## src/sv/lz_bitstream_section_decompressor_top_assert.svh

```systemverilog
// Assertion macros shared by the decompressor modules.
`ifndef LZ_BITSTREAM_SECTION_DECOMPRESSOR_TOP_ASSERT_SVH
`define LZ_BITSTREAM_SECTION_DECOMPRESSOR_TOP_ASSERT_SVH

// Same-cycle implication, gated by reset.
`define LZSD_ASSERT(lbl, ante, cons, msg) \
	lbl: assert property (@(posedge clk) disable iff (!arst_n) (ante) |-> (cons)) \
		else $error(msg);

// Next-cycle implication, gated by reset.
`define LZSD_ASSERT_NXT(lbl, ante, cons, msg) \
	lbl: assert property (@(posedge clk) disable iff (!arst_n) (ante) |=> (cons)) \
		else $error(msg);

`endif

```

## src/sv/lzsd_pkg.sv

```systemverilog
`timescale 1ns / 1ps
package lzsd_pkg;

	localparam int HISTORY_BITS_DEF = 16;
	localparam int QDEPTH = 4;
	localparam int QPTR_W = $clog2(QDEPTH);
	localparam int CAP_BYTES = 256;
	localparam int CARRY_MAX = 16;
	localparam int CARRY_W = $clog2(CARRY_MAX);

	localparam logic [7:0] SIG_F = 8'h46;
	localparam logic [7:0] SIG_A = 8'h41;
	localparam logic [7:0] SIG_B = 8'h42;

	localparam logic [2:0] ST_OK     = 3'd0;
	localparam logic [2:0] ST_HDR    = 3'd1;
	localparam logic [2:0] ST_TRUNC  = 3'd2;
	localparam logic [2:0] ST_OVF    = 3'd3;
	localparam logic [2:0] ST_BEFORE = 3'd4;
	localparam logic [2:0] ST_SIZE   = 3'd5;
	localparam logic [2:0] ST_WINDOW = 3'd6;

	typedef struct packed {
		logic [7:0] in_byte;
		logic       last_byte;
	} in_word_t;

	typedef struct packed {
		logic [7:0] out_byte0;
		logic [7:0] out_byte1;
		logic [7:0] out_byte2;
		logic [7:0] out_byte3;
		logic [2:0] out_count;
		logic       run_last;
		logic       finished;
		logic [2:0] status;
	} out_word_t;

	// classified source byte, front to back
	typedef struct packed {
		logic [7:0] data;
		logic       last;
		logic       is_zero;
		logic       is_one;
		logic       shift_ok;
	} item_t;

	typedef enum logic [3:0] {
		PH_SIG0   = 4'd0,
		PH_SIG1   = 4'd1,
		PH_SIG2   = 4'd2,
		PH_SHIFT  = 4'd3,
		PH_CW_LO  = 4'd4,
		PH_CW_HI  = 4'd5,
		PH_BITS   = 4'd6,
		PH_REF_LO = 4'd7,
		PH_REF_HI = 4'd8,
		PH_LIT    = 4'd9,
		PH_SOFS   = 4'd10,
		PH_LONG0  = 4'd11,
		PH_LONG1  = 4'd12,
		PH_EXTRA  = 4'd13
	} phase_t;

	typedef enum logic [1:0] {
		BS_CMD  = 2'd0,
		BS_KIND = 2'd1,
		BS_LA   = 2'd2,
		BS_LB   = 2'd3
	} bstage_t;

endpackage

```

## src/sv/lzsd_front.sv

```systemverilog
`timescale 1ns / 1ps
`include "lz_bitstream_section_decompressor_top_assert.svh"
module lzsd_front (
	input  logic               clk,
	input  logic               arst_n,
	input  logic               in_valid,
	output logic               in_ready,
	input  lzsd_pkg::in_word_t in_data,
	output logic               q_valid,
	input  logic               q_pop,
	output lzsd_pkg::item_t    q_item
);
	lzsd_pkg::item_t mem_q [lzsd_pkg::QDEPTH];
	logic [lzsd_pkg::QPTR_W-1:0] wp_q, rp_q;
	logic [lzsd_pkg::QPTR_W:0]   cnt_q;
	lzsd_pkg::item_t cls;
	logic push;

	always_comb begin
		cls.data     = in_data.in_byte;
		cls.last     = in_data.last_byte;
		cls.is_zero  = in_data.in_byte == 8'd0;
		cls.is_one   = in_data.in_byte == 8'd1;
		cls.shift_ok = in_data.in_byte inside {[8'd8:8'd16]};
	end

	assign in_ready = cnt_q != (lzsd_pkg::QPTR_W+1)'(lzsd_pkg::QDEPTH);
	assign push     = in_valid && in_ready;
	assign q_valid  = cnt_q != '0;
	assign q_item   = mem_q[rp_q];

	always_ff @(posedge clk) begin
		if (push) begin
			mem_q[wp_q] <= cls;
		end
	end

	always_ff @(posedge clk or negedge arst_n) begin
		if (!arst_n) begin
			wp_q  <= '0;
			rp_q  <= '0;
			cnt_q <= '0;
		end else begin
			if (push) begin
				wp_q <= wp_q + 1'b1;
			end
			if (q_pop) begin
				rp_q <= rp_q + 1'b1;
			end
			if (push && !q_pop) begin
				cnt_q <= cnt_q + 1'b1;
			end else if (!push && q_pop) begin
				cnt_q <= cnt_q - 1'b1;
			end
		end
	end

	`LZSD_ASSERT(a_pop_nonempty, q_pop, cnt_q != '0, "pop from empty queue")
	`LZSD_ASSERT_NXT(a_push_count, push && !q_pop, cnt_q == $past(cnt_q) + 1'b1, "queue count slip")
	`LZSD_ASSERT(a_full_stall, cnt_q == (lzsd_pkg::QPTR_W+1)'(lzsd_pkg::QDEPTH), !in_ready, "ready while full")
endmodule

```

## config.mk

```make
export PLATFORM = sky130hd
export DESIGN_NAME = lzsd_front
export DESIGN_NICKNAME = d
export VERILOG_FILES = /design/src/sv/lzsd_pkg.sv /design/src/sv/lzsd_front.sv
export VERILOG_INCLUDE_DIRS = /design/src /design/src/sv
export SDC_FILE = /design/constraint.sdc
export NUM_CORES = 1
export LEC_CHECK = 0
export BUFFER_PORTS_ARGS = -buffer_cell sky130_fd_sc_hd__buf_2
export CORE_MARGIN = 2
export CORE_UTILIZATION = 40
export DETAILED_ROUTE_END_ITERATION = 8
export PLACE_DENSITY_LB_ADDON = 0.15
export SLEW_MARGIN = 0
export SYNTH_ARGS = -nofsm -noshare
export SYNTH_HDL_FRONTEND = slang
export SYNTH_SLANG_ARGS = --single-unit
```

## constraint.sdc

```tcl
create_clock -name clk -period 3.3 [get_ports clk]
set_input_delay 0 -clock clk [delete_from_list [all_inputs] [get_ports clk]]
set_output_delay 0 -clock clk [all_outputs]
set_load 0.05 [all_outputs]
```

==> flow_metrics.py <==
metrics = {
    "timing": {
        "final_hold_viol_count": 0,
        "slew_violations": 0,
        "max_freq_mhz": 475,
        "rsz0062_at_grt": "no",
        "worstMarginPinSlew_ns": 0.838,
        "finalCriticalPeriod_ns": 2.10,
        "fin_crit_sh": 0.637,
        "setup-tns-final_ns": 0,
        "skew_ns": 0.00985,
        "setup_viol": 0,
        "max-slew-margin-rel": 0.441,
    },
    "min_path": {
        "hp-class": "in2async",
    },
    "drt": {
        "post_drt_via_cell_ratio": 5.02,
        "wl_um": 3630,
        "ant_nets": 0,
        "post-route-drc-count": 0,
        "dr.first_iter.drc_count": 43,
        "routedWlPerCell_um": 16.5,
        "dr.pass1.iters": 4,
        "vias": 1104,
    },
    "power": {
        "power.switching_w": 0.000959,
        "ir_drop_mv": 0.511,
        "p_int_w": 0.00147,
        "p_leak_nw": 0.954,
        "combPwrFrac": 0.377,
        "p_clk_frac": 0.182,
        "sw_frac_of_total": 0.395,
        "seqPwrFrac": 0.441,
        "power.density_mw_per_mm2": 926,
    },
    "floorplanning": {
        "start_util": 0.408,
        "die_w_um": 78.5,
        "rows": 27,
        "boundaryPins": 27,
        "die_h_um": 78.5,
        "die_area_mm2": 0.00615,
        "core-area_mm2": 0.00544,
    },
    "global_routing": {
        "gr-usage-all-layers": 0.131,
        "overflow": 0,
        "grt_most_used_layer": "met2",
        "grt_max_degree": 18,
        "use_met2": 0.222,
        "antenna_found_initial": 0,
        "grt_pass1_wl_um": 5870,
        "first_global_vias": 1128,
        "grt_util_met1": 0.160,
        "gr-usage-met3": 0.0368,
    },
    "finish": {
        "final_cell_area_mm2": 0.00262,
        "area_growth_pct": 18.3,
        "antennaDiodeCount": 0,
        "drive_gt1_frac": 0.304,
        "nets": 166,
    },
    "worst_setup_path": {
        "crit_path_end_kind": "output pin",
        "timing.rr.start": "cnt_q[0]$_DFFE_PN0P_",
        "rr_endpoint": "cnt_q[2]$_DFFE_PN0P_",
        "slowest_delay_ns": 0.90,
        "crit_path_start": "rp_q[0]$_DFFE_PN0P_",
        "crit_path_cell_trace": "mux4_1, buf_2",
        "crit_buf_inv": 1,
        "worstPathMaxFanout": 14,
        "start_kind": "register",
        "crit_cells": 2,
        "crit_family": "flip-flops",
        "arrival_ns": 2.10,
        "reg2reg_depth": 8,
        "cp_data_required_time_ns": 3.30,
        "cp_slowest_cell": "dfrtp_1",
        "worstSetupPathType": "reg2out",
        "reg2reg_slack_ns": 1.29,
        "cp-endpoint": "q_item[2]",
    },
    "synth": {
        "synth_commonest_cells": "edfxtp_1, mux4_2, dfrtp_1",
        "postSynthCellCount": 106,
        "synth-edff-count": 48,
        "yosysMostFrequentCell": "edfxtp_1",
        "yosysTopAreaCell": "edfxtp_1",
        "synth_seq_cells": 55,
        "synth_cell_types": 23,
        "async_flop_share": 0.127,
        "synthFlopType": "edfxtp_1",
        "synthTopCellsByArea": "edfxtp_1, mux4_2, dfrtp_1",
        "yosysSeqAreaShare": 0.729,
        "yosysTopAreaCellShare": 0.650,
        "synth_area_mm2": 0.00222,
        "ys_warn_count": 0,
        "syn-num-nets": 125,
        "synth.avg_cell_area_um2": 20.9,
    },
    "clock_network": {
        "clockBufferDepth": 2,
        "cts_buffers": 5,
        "clkTransAtPathRegs_ns": 0.10,
        "cts.sinks": 55,
        "htreeDepth": 2,
        "post-cts-setup-buffers": 0,
        "clk_root_buffer_cell": "clkbuf_8",
        "clock_latency_ns": 0.31,
        "cts_tree": "yes",
    },
    "run": {
        "drv_cap": 0,
    },
    "place": {
        "hpwl_um": 2280,
        "io_buffers": 26,
        "dpl_cell_area_mm2": 0.00240,
        "place_congestion": 0.730,
    },
    "status": {
        "outcome": "completed",
    },
}
==> worst min-delay path by stage <==
| stage | to | depth (start not counted) |
|---|---|---|
| after CTS | cnt_q[1]$_DFFE_PN0P_ | 2 |
| after floorplan | cnt_q[0]$_DFFE_PN0P_ | 0 |
| after detailed placement | cnt_q[1]$_DFFE_PN0P_ | 1 |
| final | cnt_q[1]$_DFFE_PN0P_ | 2 |
| after global placement | cnt_q[1]$_DFFE_PN0P_ | 1 |
| after global routing | cnt_q[1]$_DFFE_PN0P_ | 2 |
==> power groups by stage <==
stage / Sequential (W) / Clock [W] / Combinational [W]
after floorplan: 0.000994 / 0 / 0.000834
after global placement: 0.00108 / 0 / 0.000904
after detailed placement: 0.00110 / 0 / 0.000920
after CTS: 0.00108 / 0.000449 / 0.000930
after global routing: 0.00110 / 0.000473 / 0.000976
final: 0.00107 / 0.000442 / 0.000916
==> through the flow <==
step,power [W],setup WS (ns),cells,util,hold WS [ns]
2_1_floorplan,0.00183,1.50,106,-,-0.296
3_3_place_gp,0.00199,1.45,201,0.441,-0.160
3_5_place_dp,0.00202,1.29,201,0.441,-0.152
4_1_cts,0.00246,1.12,220,0.482,0.0450
5_1_grt,0.00255,1.04,220,0.482,0.0594
6_report,0.00243,1.20,220,0.482,0.0385
==> final cells by class <==
cell class              instances  area [um^2]
clock buffers                   5         68.8
inverters                       4         15.0
well taps                      72         90.1
repair buffers                 37          240
flip-flops and latches         55         1620
clock inverters                 3         43.8
fillers                       480         2820
multi-input cells              44          549
==> routing by layer <==
layer,vias up,routed length (um)
met5,-,0
met4,0,58
met3,5,129
met2,19,1870
met1,582,1570
li1,498,-
==> timing repair <==
action / in CTS / in global routing
hold endpoints to repair: 45 / 0
hold buffers: 11 / 0
resized for setup: 0 / 0
==> logic make-up (layout without fill, tap and decap cells) <==
| logic type | count (synthesis) | count (layout) | synth area share |
|---|---|---|---|
| DFF | 55 | 55 | 0.729 |
| and+or+nand+nor | 16 | 16 | 0.0384 |
| muxes | 15 | 15 | 0.143 |
| buffers and inverters | 7 | 49 | 0.0231 |
| adders and majority gates | 6 | 6 | 0.0372 |
| xor gates and xnor gates | 6 | 6 | 0.0237 |
| AOI/OAI and AO/OA | 1 | 1 | 0.00508 |
==> cells in the final DEF, fill, tap and decap left out <==
cell type,count
bufinv_16,1
ha_1,5
nor4_1,1
clkinv_2,1
nor3_1,3
buf_2,26
or3_1,1
clkbuf_8,5
mux4_2,8
and2_1,4
xnor2_1,3
nor3b_1,1
nor2_1,2
mux2i_1,1
nor2b_1,1
fa_1,1
nand2_1,3
xor2_1,3
inv_1,4
dfrtp_1,7
a21boi_2,1
mux4_1,4
mux2_2,2
clkinv_4,1
edfxtp_1,48
dlygate4sd3_1,11
==> sequential cells by signal (all words and copies together) (netlist names) <==
signal  flops
wp_q        2
cnt_q       3
rp_q        2
mem_q      48
Power figures use the tool's default switching activity.
